<file path="config.mk">
export PLATFORM = sky130hd
export DESIGN_NAME = handle_slot_table
export DESIGN_NICKNAME = d
export VERILOG_FILES = /design/src/sv/hst_pkg.sv /design/src/sv/hst_ctrl.sv /design/src/sv/hst_datapath.sv /design/src/sv/handle_slot_table.sv
export SDC_FILE = /design/constraint.sdc
export NUM_CORES = 2
export LEC_CHECK = 0
export ABC_CLOCK_PERIOD_IN_PS = 16500
export BUFFER_PORTS_ARGS = -buffer_cell sky130_fd_sc_hd__buf_2
export CORE_UTILIZATION = 65
export CTS_BUF_LIST = sky130_fd_sc_hd__clkbuf_4 sky130_fd_sc_hd__clkbuf_8 sky130_fd_sc_hd__clkbuf_16
export CTS_CLUSTER_DIAMETER = 200
export DETAILED_ROUTE_END_ITERATION = 8
export GPL_TIMING_DRIVEN = 0
export PLACE_DENSITY = 0.93
export SYNTH_ARGS = -nofsm -noshare
export SYNTH_HDL_FRONTEND = slang
export SYNTH_HIERARCHICAL = 1
export SYNTH_SLANG_ARGS = --single-unit
</file>
<file path="constraint.sdc">
create_clock -name clk_i -period 16.5 [get_ports clk_i]
set_input_delay 0.825 -clock clk_i [delete_from_list [all_inputs] [get_ports clk_i]]
set_output_delay 0.825 -clock clk_i [all_outputs]
set_load 0.05 [all_outputs]
</file>
<file path="src/sv/hst_pkg.sv">
// Shared constants, codes and control structs of the handle slot table.
`default_nettype none
package hst_pkg;

  localparam int SLOTS = 16;
  localparam int SLOT_W = (SLOTS > 1) ? $clog2(SLOTS) : 1;
  localparam int LIVE_W = $clog2(SLOTS + 1);

  // Field widths fixed by the interface
  localparam int REQ_W = 3;
  localparam int HANDLE_W = 32;
  localparam int EXIT_W = 32;
  localparam int SLOTNUM_W = 8;
  localparam int SLOT_OUT_W = 4;
  localparam int LIVE_OUT_W = 5;
  localparam int STATE_W = 2;

  // Request codes
  localparam logic [REQ_W-1:0] REQ_ALLOC    = 3'd0;
  localparam logic [REQ_W-1:0] REQ_FIND     = 3'd1;
  localparam logic [REQ_W-1:0] REQ_SET_EXIT = 3'd2;
  localparam logic [REQ_W-1:0] REQ_FREE     = 3'd3;
  localparam logic [REQ_W-1:0] REQ_READ     = 3'd4;
  localparam logic [REQ_W-1:0] REQ_MARK_RUN = 3'd5;

  // Slot states
  localparam logic [STATE_W-1:0] ST_FREE    = 2'd0;
  localparam logic [STATE_W-1:0] ST_LOADING = 2'd1;
  localparam logic [STATE_W-1:0] ST_RUNNING = 2'd2;
  localparam logic [STATE_W-1:0] ST_EXITED  = 2'd3;

  localparam logic [HANDLE_W-1:0] HANDLE_RESET = 32'd1;

  typedef struct packed {
    logic capture;
    logic execute;
  } hst_cmd_t;

  typedef struct packed {
    logic out_blocked;
  } hst_sts_t;

endpackage
`default_nettype wire

</file>
<file path="src/sv/hst_ctrl.sv">
// Controller state machine: takes an item, then runs its execute cycle.
`default_nettype none
module hst_ctrl (
  input  logic              clk_i,
  input  logic              rst_ni,
  input  logic              in_valid_i,
  output logic              in_stall_o,
  input  hst_pkg::hst_sts_t sts_i,
  output hst_pkg::hst_cmd_t cmd_o
);
  import hst_pkg::*;

  localparam logic S_IDLE = 1'b0;
  localparam logic S_EXEC = 1'b1;

  logic state_q, state_d;

  assign in_stall_o = (state_q != S_IDLE);

  always_comb begin
    state_d = state_q;
    cmd_o.capture = 1'b0;
    cmd_o.execute = 1'b0;
    unique case (state_q)
      S_IDLE: begin
        if (in_valid_i) begin
          cmd_o.capture = 1'b1;
          state_d = S_EXEC;
        end
      end
      S_EXEC: begin
        // hold until the result register can take the new item
        if (!sts_i.out_blocked) begin
          cmd_o.execute = 1'b1;
          state_d = S_IDLE;
        end
      end
      default: state_d = S_IDLE;
    endcase
  end

  always_ff @(posedge clk_i or negedge rst_ni) begin
    if (!rst_ni) begin
      state_q <= S_IDLE;
    end else begin
      state_q <= state_d;
    end
  end

endmodule
`default_nettype wire

</file>
<file path="src/sv/hst_datapath.sv">
// Datapath: slot table, handle counter, live count and result register.
`default_nettype none
module hst_datapath (
  input  logic                                clk_i,
  input  logic                                rst_ni,
  input  hst_pkg::hst_cmd_t                   cmd_i,
  output hst_pkg::hst_sts_t                   sts_o,
  input  logic [hst_pkg::REQ_W-1:0]           req_type_i,
  input  logic [hst_pkg::HANDLE_W-1:0]        task_handle_i,
  input  logic signed [hst_pkg::EXIT_W-1:0]   exit_value_i,
  input  logic [hst_pkg::SLOTNUM_W-1:0]       slot_number_i,
  output logic                                out_valid_o,
  input  logic                                out_stall_i,
  output logic                                ok_o,
  output logic [hst_pkg::SLOT_OUT_W-1:0]      slot_out_o,
  output logic [hst_pkg::HANDLE_W-1:0]        handle_out_o,
  output logic [hst_pkg::STATE_W-1:0]         state_out_o,
  output logic signed [hst_pkg::EXIT_W-1:0]   exit_out_o,
  output logic [hst_pkg::LIVE_OUT_W-1:0]      live_count_o
);
  import hst_pkg::*;

  // Captured request
  logic [REQ_W-1:0]     req_q;
  logic [HANDLE_W-1:0]  hnd_q;
  logic [EXIT_W-1:0]    code_q;
  logic [SLOTNUM_W-1:0] num_q;

  // Slot table
  logic [STATE_W-1:0]  st_q [SLOTS];
  logic [HANDLE_W-1:0] hd_q [SLOTS];
  logic [EXIT_W-1:0]   ex_q [SLOTS];
  logic [HANDLE_W-1:0] cnt_q;
  logic [LIVE_W-1:0]   live_q, live_d;

  // Result register
  logic                  vld_q;
  logic                  ok_q;
  logic [SLOT_OUT_W-1:0] slot_q;
  logic [HANDLE_W-1:0]   rhd_q;
  logic [STATE_W-1:0]    rst_q;
  logic [EXIT_W-1:0]     rex_q;
  logic [LIVE_OUT_W-1:0] rlive_q;

  logic              hit, fre;
  logic [SLOT_W-1:0] hit_idx, fre_idx, sel;
  logic              sel_ok;
  logic [STATE_W-1:0]  cur_st, new_st;
  logic [HANDLE_W-1:0] cur_hd, new_hd;
  logic [EXIT_W-1:0]   cur_ex, new_ex;
  logic              inc, dec, bump, wr;

  assign sts_o.out_blocked = vld_q && out_stall_i;

  // Lowest matching live slot and lowest free slot
  always_comb begin
    hit = 1'b0;
    hit_idx = '0;
    fre = 1'b0;
    fre_idx = '0;
    for (int i = SLOTS - 1; i >= 0; i--) begin
      if (st_q[i] != ST_FREE && hd_q[i] == hnd_q) begin
        hit = 1'b1;
        hit_idx = SLOT_W'(i);
      end
      if (st_q[i] == ST_FREE) begin
        fre = 1'b1;
        fre_idx = SLOT_W'(i);
      end
    end
  end

  always_comb begin
    sel_ok = 1'b0;
    sel = hit_idx;
    unique case (req_q) inside
      REQ_ALLOC: begin
        sel_ok = fre;
        sel = fre_idx;
      end
      REQ_FIND, REQ_SET_EXIT, REQ_FREE, REQ_MARK_RUN: begin
        sel_ok = hit;
      end
      REQ_READ: begin
        sel_ok = (int'(num_q) < SLOTS);
        sel = num_q[SLOT_W-1:0];
      end
      default: sel_ok = 1'b0;
    endcase
  end

  assign cur_st = st_q[sel];
  assign cur_hd = hd_q[sel];
  assign cur_ex = ex_q[sel];

  always_comb begin
    new_st = cur_st;
    new_hd = cur_hd;
    new_ex = cur_ex;
    inc = 1'b0;
    dec = 1'b0;
    bump = 1'b0;
    unique case (req_q) inside
      REQ_ALLOC: begin
        new_st = ST_LOADING;
        new_hd = cnt_q;
        new_ex = '0;
        bump = 1'b1;
      end
      REQ_SET_EXIT: begin
        new_st = ST_EXITED;
        new_ex = code_q;
        inc = (cur_st == ST_LOADING);
      end
      REQ_FREE: begin
        new_st = ST_FREE;
        new_hd = '0;
        dec = (cur_st == ST_RUNNING) || (cur_st == ST_EXITED);
      end
      REQ_MARK_RUN: begin
        if (cur_st == ST_LOADING) begin
          new_st = ST_RUNNING;
          inc = 1'b1;
        end
      end
      REQ_FIND, REQ_READ: begin
        new_st = cur_st;
      end
      default: new_st = cur_st;
    endcase
  end

  assign wr = cmd_i.execute && sel_ok;
  assign live_d = live_q + LIVE_W'(inc) - LIVE_W'(dec);

  always_ff @(posedge clk_i) begin
    if (cmd_i.capture) begin
      req_q  <= req_type_i;
      hnd_q  <= task_handle_i;
      code_q <= $unsigned(exit_value_i);
      num_q  <= slot_number_i;
    end
  end

  always_ff @(posedge clk_i or negedge rst_ni) begin
    if (!rst_ni) begin
      for (int i = 0; i < SLOTS; i++) begin
        st_q[i] <= ST_FREE;
        hd_q[i] <= '0;
        ex_q[i] <= '0;
      end
      cnt_q  <= HANDLE_RESET;
      live_q <= '0;
    end else if (wr) begin
      st_q[sel] <= new_st;
      hd_q[sel] <= new_hd;
      ex_q[sel] <= new_ex;
      live_q    <= live_d;
      if (bump) begin
        cnt_q <= cnt_q + HANDLE_W'(1);
      end
    end
  end

  always_ff @(posedge clk_i or negedge rst_ni) begin
    if (!rst_ni) begin
      vld_q <= 1'b0;
    end else begin
      vld_q <= cmd_i.execute || (vld_q && out_stall_i);
    end
  end

  always_ff @(posedge clk_i) begin
    if (cmd_i.execute) begin
      ok_q    <= sel_ok;
      slot_q  <= sel_ok ? SLOT_OUT_W'(sel) : '0;
      rhd_q   <= sel_ok ? new_hd : '0;
      rst_q   <= sel_ok ? new_st : ST_FREE;
      rex_q   <= sel_ok ? new_ex : '0;
      rlive_q <= LIVE_OUT_W'(sel_ok ? live_d : live_q);
    end
  end

  assign out_valid_o  = vld_q;
  assign ok_o         = ok_q;
  assign slot_out_o   = slot_q;
  assign handle_out_o = rhd_q;
  assign state_out_o  = rst_q;
  assign exit_out_o   = $signed(rex_q);
  assign live_count_o = rlive_q;

endmodule
`default_nettype wire

</file>
<file path="src/sv/handle_slot_table.sv">
// Handle slot table: task slots with handle allocation, lookup and state changes.
// Each request item is captured, then executed once the result register is free;
//   the execute step compares every slot's handle and writes the table, and one
//   item is executed before the next is taken; a stalled result delays it.
// Reset: asynchronous, active low; all slots free with handle and exit code zero,
//   handle counter at one, no result pending.
`default_nettype none
module handle_slot_table (
  input  logic                                clk_i,
  input  logic                                rst_ni,
  input  logic                                in_valid_i,
  output logic                                in_stall_o,
  input  logic [hst_pkg::REQ_W-1:0]           req_type_i,
  input  logic [hst_pkg::HANDLE_W-1:0]        task_handle_i,
  input  logic signed [hst_pkg::EXIT_W-1:0]   exit_value_i,
  input  logic [hst_pkg::SLOTNUM_W-1:0]       slot_number_i,
  output logic                                out_valid_o,
  input  logic                                out_stall_i,
  output logic                                ok_o,
  output logic [hst_pkg::SLOT_OUT_W-1:0]      slot_out_o,
  output logic [hst_pkg::HANDLE_W-1:0]        handle_out_o,
  output logic [hst_pkg::STATE_W-1:0]         state_out_o,
  output logic signed [hst_pkg::EXIT_W-1:0]   exit_out_o,
  output logic [hst_pkg::LIVE_OUT_W-1:0]      live_count_o
);
  import hst_pkg::*;

  hst_cmd_t cmd;
  hst_sts_t sts;

  // Controller: take one item, then fire the execute cycle once the result
  // register is free (a waiting result holds the execute cycle, and with it
  // any further intake).
  hst_ctrl u_ctrl (
    .clk_i      (clk_i),
    .rst_ni     (rst_ni),
    .in_valid_i (in_valid_i),
    .in_stall_o (in_stall_o),
    .sts_i      (sts),
    .cmd_o      (cmd)
  );

  // Datapath: hold the table, search it, apply the request and register the item.
  hst_datapath u_dp (
    .clk_i         (clk_i),
    .rst_ni        (rst_ni),
    .cmd_i         (cmd),
    .sts_o         (sts),
    .req_type_i    (req_type_i),
    .task_handle_i (task_handle_i),
    .exit_value_i  (exit_value_i),
    .slot_number_i (slot_number_i),
    .out_valid_o   (out_valid_o),
    .out_stall_i   (out_stall_i),
    .ok_o          (ok_o),
    .slot_out_o    (slot_out_o),
    .handle_out_o  (handle_out_o),
    .state_out_o   (state_out_o),
    .exit_out_o    (exit_out_o),
    .live_count_o  (live_count_o)
  );

endmodule
`default_nettype wire

</file>
==> qor.txt, run 1 <==
gr ovfl total -> 6
die extent in y -> 313.8 µm
IO Pins -> 157
Synth Instances -> 6828
Syn Area/Cell -> 9.254 µm²
Clock Path Buffers -> 3
H-tree Lvls -> 4
Global Route Usage Sum -> 74.50%
post-synth cell types -> 80
num rows -> 113
gpl congestion -> 1.240
clock root buffer -> clkbuf_16
EDFF count, synth -> 151
IO Port Bufs -> 156
clk sinks -> 1246
cts bufs inserted -> 131
Post-CTS Setup Bufs -> 0
post-synth top area cell -> dfrtp_1
first-pass GRT wire length -> 514200 µm
Detailed Place HPWL -> 234900 µm
asr flop ratio synth -> 87.88%
largest net degree at the start of global routing -> 186
top_reg_cell synth -> dfrtp_1
post-synthesis register bit count -> 1246
top cells by instance count after synthesis -> nor2_1, dfrtp_1, a21oi_1, nand2_1, buf_2
syn_nets -> 6913
tool error -> [ERROR GRT-0116] Global routing finished with congestion. Check the congestion regions in the DRC Viewer.
most frequent cell after synthesis -> nor2_1
Setup WS pre-CTS -> 7.967 ns
Initial Utilization -> 66.11%
Synth Cell Area -> 63190 µm²
sequential share of the synthesized area -> 50.54%
Syn. warnings -> 6
Area contributors post-synth -> dfrtp_1, a21oi_1, edfxtp_1, nor2_1, mux2i_1
status -> aborted with a tool error
vias in the first global route -> 67564
Post-Place Cell Area -> 65840 µm²
Halt Stage -> global routing (5_1_grt)
die width -> 313.8 µm
Synth top area share -> 43.33%
cts repair resizes -> 0
-- routing by layer --
layer	track usage, %	GRT overflow
met2	88.00	3
met4	67.26	2
met3	60.43	1
met1	79.56	0
met5	24.76	0
-- per-stage QoR --
step	hold WS, ns	setup TNS [ns]	cells
global placement	0.4611	-9630.95	8249
detailed placement	0.4654	0	8260
floorplan	0.4454	0	6828
CTS	0.1946	0	8499
-- repair_timing --
action,4_1_cts
hold endpoints to repair,12
setup endpoints to repair,0
hold buffers,1
-- kinds of logic after synthesis --
logic type,Yosys count,synth area share (%)
fa+ha+maj,6,0.1307
compound gates,1411,13.17
simple gates,2647,18.72
mux,333,5.350
flops,1246,50.54
xor+xnor,546,7.568
buf+inv,639,4.515
==> inputs of run 2 (changes only) <==
--- a/config.mk
+++ b/config.mk
@@ -7,12 +7,10 @@
 export LEC_CHECK = 0
 export ABC_CLOCK_PERIOD_IN_PS = 16500
 export BUFFER_PORTS_ARGS = -buffer_cell sky130_fd_sc_hd__buf_2
-export CORE_UTILIZATION = 65
-export CTS_BUF_LIST = sky130_fd_sc_hd__clkbuf_4 sky130_fd_sc_hd__clkbuf_8 sky130_fd_sc_hd__clkbuf_16
-export CTS_CLUSTER_DIAMETER = 200
+export CORE_UTILIZATION = 40
 export DETAILED_ROUTE_END_ITERATION = 8
 export GPL_TIMING_DRIVEN = 0
-export PLACE_DENSITY = 0.93
+export PLACE_DENSITY_LB_ADDON = 0.15
 export SYNTH_ARGS = -nofsm -noshare
 export SYNTH_HDL_FRONTEND = slang
 export SYNTH_HIERARCHICAL = 1
==> run 2 against run 1 <==
Effect of this change: area after synthesis stayed put; synthesized cell count is the same; the flow now finishes, with violations (capacitance limit, slew limit).
==> qor.txt, run 2 <==
status -> finished with violations (was aborted with a tool error)
failing checks -> capacitance limit, slew limit
cts bufs inserted -> 147 (was 131)
GR Layer Usage met1 -> 52.82%
EDFF count, synth -> 151 (unchanged)
Post-Place Cell Area -> 66940 µm² (was 65840 µm²)
1st-pass router iterations -> 7
Hold Vio Cnt, Final -> 0
Area Overhead vs Synth -> 13.91%
sequential share of the synthesized area -> 50.54% (unchanged)
Clk Latency, worst-skew pair -> 0.84 ns
power per cell area -> 135.9 nW/µm²
fin crit share -> 59.67%
IO Pins -> 157 (unchanged)
CTS tree -> yes
gr ovfl total -> 0
worst hold path type -> input port to flip-flop
top_reg_cell synth -> dfrtp_1 (unchanged)
worst r2r path cells -> 26
Synth top area share -> 43.33% (unchanged)
crit start category -> flip-flop
gpl congestion -> 1.130 (was 1.240)
met3 usage -> 11.92%
flop-to-flop setup slack -> 6.65 ns
Syn. warnings -> 6 (unchanged)
nets -> 7237
vias in the first global route -> 55304
cts repair resizes -> 0 (unchanged)
M2 GR Usage -> 61.32%
Worst Hold Launch -> exit_value_i[18]
peak supply drop -> 0.1180 mV
Syn Area/Cell -> 9.254 µm² (unchanged)
Reg area -> 31940 µm²
crit-path max cell delay -> 1.09 ns
vias per inst -> 6.325
clk sinks -> 1246 (unchanged)
Core Area -> 156600 µm²
Synth Cell Area -> 63190 µm² (unchanged)
die width -> 399.5 µm (was 313.8 µm)
Synth Instances -> 6828 (unchanged)
Critical Path Sink Type -> flip-flop
Worst Setup EP -> u_dp/live_count_o[4]
max_cap viols -> 7
clock-pin slew on the worst setup and hold paths -> 0.06 ns
WS Path Type -> flip-flop to flip-flop
Fillers -> 15480
Global Route Usage Sum -> 42.58%
largest net degree at the start of global routing -> 157
total wire length -> 344300 µm
max-slew violation count -> 55
RR Startpoint -> u_dp/hnd_q[17]
WP depth -> 26
slew at the pin closest to its max-slew limit -> 1.709 ns
Post-CTS Setup Bufs -> 0 (unchanged)
most frequent cell after synthesis -> nor2_1 (unchanged)
r2r endpoint -> u_dp/live_count_o[4]
die extent in y -> 399.5 µm (was 313.8 µm)
Clock Path Buffers -> 3 (unchanged)
num rows -> 145 (was 113)
Worst slew margin -> -15.14%
post-synth cell types -> 80 (unchanged)
Final setup viols -> 0
Final ANT Viol Nets -> 0
area of the multi-input gates -> 28420 µm²
Die Area -> 159600 µm²
post-DR wirelength/cell -> 36.87 µm
RSZ-0062 raised after global routing -> false
initial antenna violation count -> 13
Crit path buffers/inverters -> 8
IO Port Bufs -> 156 (unchanged)
Initial Utilization -> 40.36% (was 66.11%)
static leakage -> 31.54 nW
first-pass GRT wire length -> 461900 µm
Most common cell on crit path -> clkbuf_1
remaining routing DRC violations -> 0
H-tree Lvls -> 4 (unchanged)
delay-heaviest family, CP -> buffers and inverters
syn_nets -> 6913 (unchanged)
most frequent cells in the layout -> nor2_1, dfrtp_1, a21oi_1
Design Area, Final -> 71980 µm²
Area contributors post-synth -> dfrtp_1, a21oi_1, edfxtp_1, nor2_1, mux2i_1 (unchanged)
busiest grt layer -> met2
top cells by instance count after synthesis -> nor2_1, dfrtp_1, a21oi_1, nand2_1, buf_2 (unchanged)
initial DRC count -> 8621
post-synthesis register bit count -> 1246 (unchanged)
FMAX -> 101.6 MHz
CP Launch Point -> u_dp/hnd_q[17]
Worst Path Arrival -> 10.41 ns
most common cell after layout, fill and taps aside -> nor2_1
post-synth top area cell -> dfrtp_1 (unchanged)
clock root buffer -> clkbuf_16 (unchanged)
Setup TNS -> 0 ns
asr flop ratio synth -> 87.88% (unchanged)
layout cells sized above 1 -> 11.81%
Via Count -> 59060
Worst path slowest cell -> a211oi_1
Worst Skew -> 0.04523 ns
Crit Path Max Fanout -> 10
min Tclk post-route -> 9.846 ns
Top Registers -> u_dp/ex_q: 512 flops, u_dp/hd_q: 512 flops
Detailed Place HPWL -> 262200 µm (was 234900 µm)
Crit path required time -> 17.07 ns
-- run 2: cell families (layout without fill, tap and decap cells) --
kind of cell	count (synthesis)	count (layout)	share of synthesized area, %
simple gates	2647	2647	18.72
compound gates	1411	1411	13.17
flops	1246	1246	50.54
buf+inv	639	1082	4.515
xor+xnor	546	546	7.568
mux	333	333	5.350
fa+ha+maj	6	6	0.1307
other cells	0	8	0
-- run 2: where the power goes --
group | switching (W) | internal [W]
Sequential | 0.000325 | 0.00349
Clock | 0.00144 | 0.00196
Combinational | 0.00189 | 0.000673
Total | 0.00366 | 0.00612
-- run 2: what timing repair did --
item	CTS	global route
endpoints found under the setup margin	0	0
hold buffers	1	0
endpoints found under the hold margin	51	0
-- run 2: layout make-up --
cell class              instances  share of cell area [%]
clock buffers                 216                   5.962
clock inverters                52                  0.9404
plain buffers                 606                   3.796
well taps                    2058                   3.577
inverters                      33                  0.1721
flip-flops and latches       1246                   44.37
repair buffers                175                   1.670
diodes                          8                 0.02781
multi-input cells            4943                   39.48
-- run 2: routing by layer --
layer / up-vias / part of all wire [%]
li1: 24341 / -
met1: 29508 / 38
met2: 4045 / 42
met3: 1156 / 10
met4: 10 / 10
met5: - / 0.021
-- run 2: worst min-delay path by stage --
stage,to,depth (start not counted)
4_1_cts,u_dp/code_q[8],1
3_3_place_gp,u_dp/live_q[4],1
2_1_floorplan,u_dp/cnt_q[31],1
5_1_grt,u_dp/code_q[4],1
6_report,u_dp/code_q[18],1
3_5_place_dp,u_dp/live_q[4],1
-- run 2: metrics by stage --
stage	total power [W]	worst slack [ns]	instances	util [%]	hold slack (ns)
final	0.009780	6.654	9337	45.97	0.1638
after global routing	0.01003	6.694	9329	45.96	0.1416
after CTS	0.009689	7.306	9325	45.93	0.1315
after detailed placement	0.006296	7.346	9056	42.75	0.4833
after global placement	0.006272	-11.17	9042	42.50	0.4755
after floorplan	0.005173	9.387	6828	-	0.4454
Power figures use the tool's default switching activity.
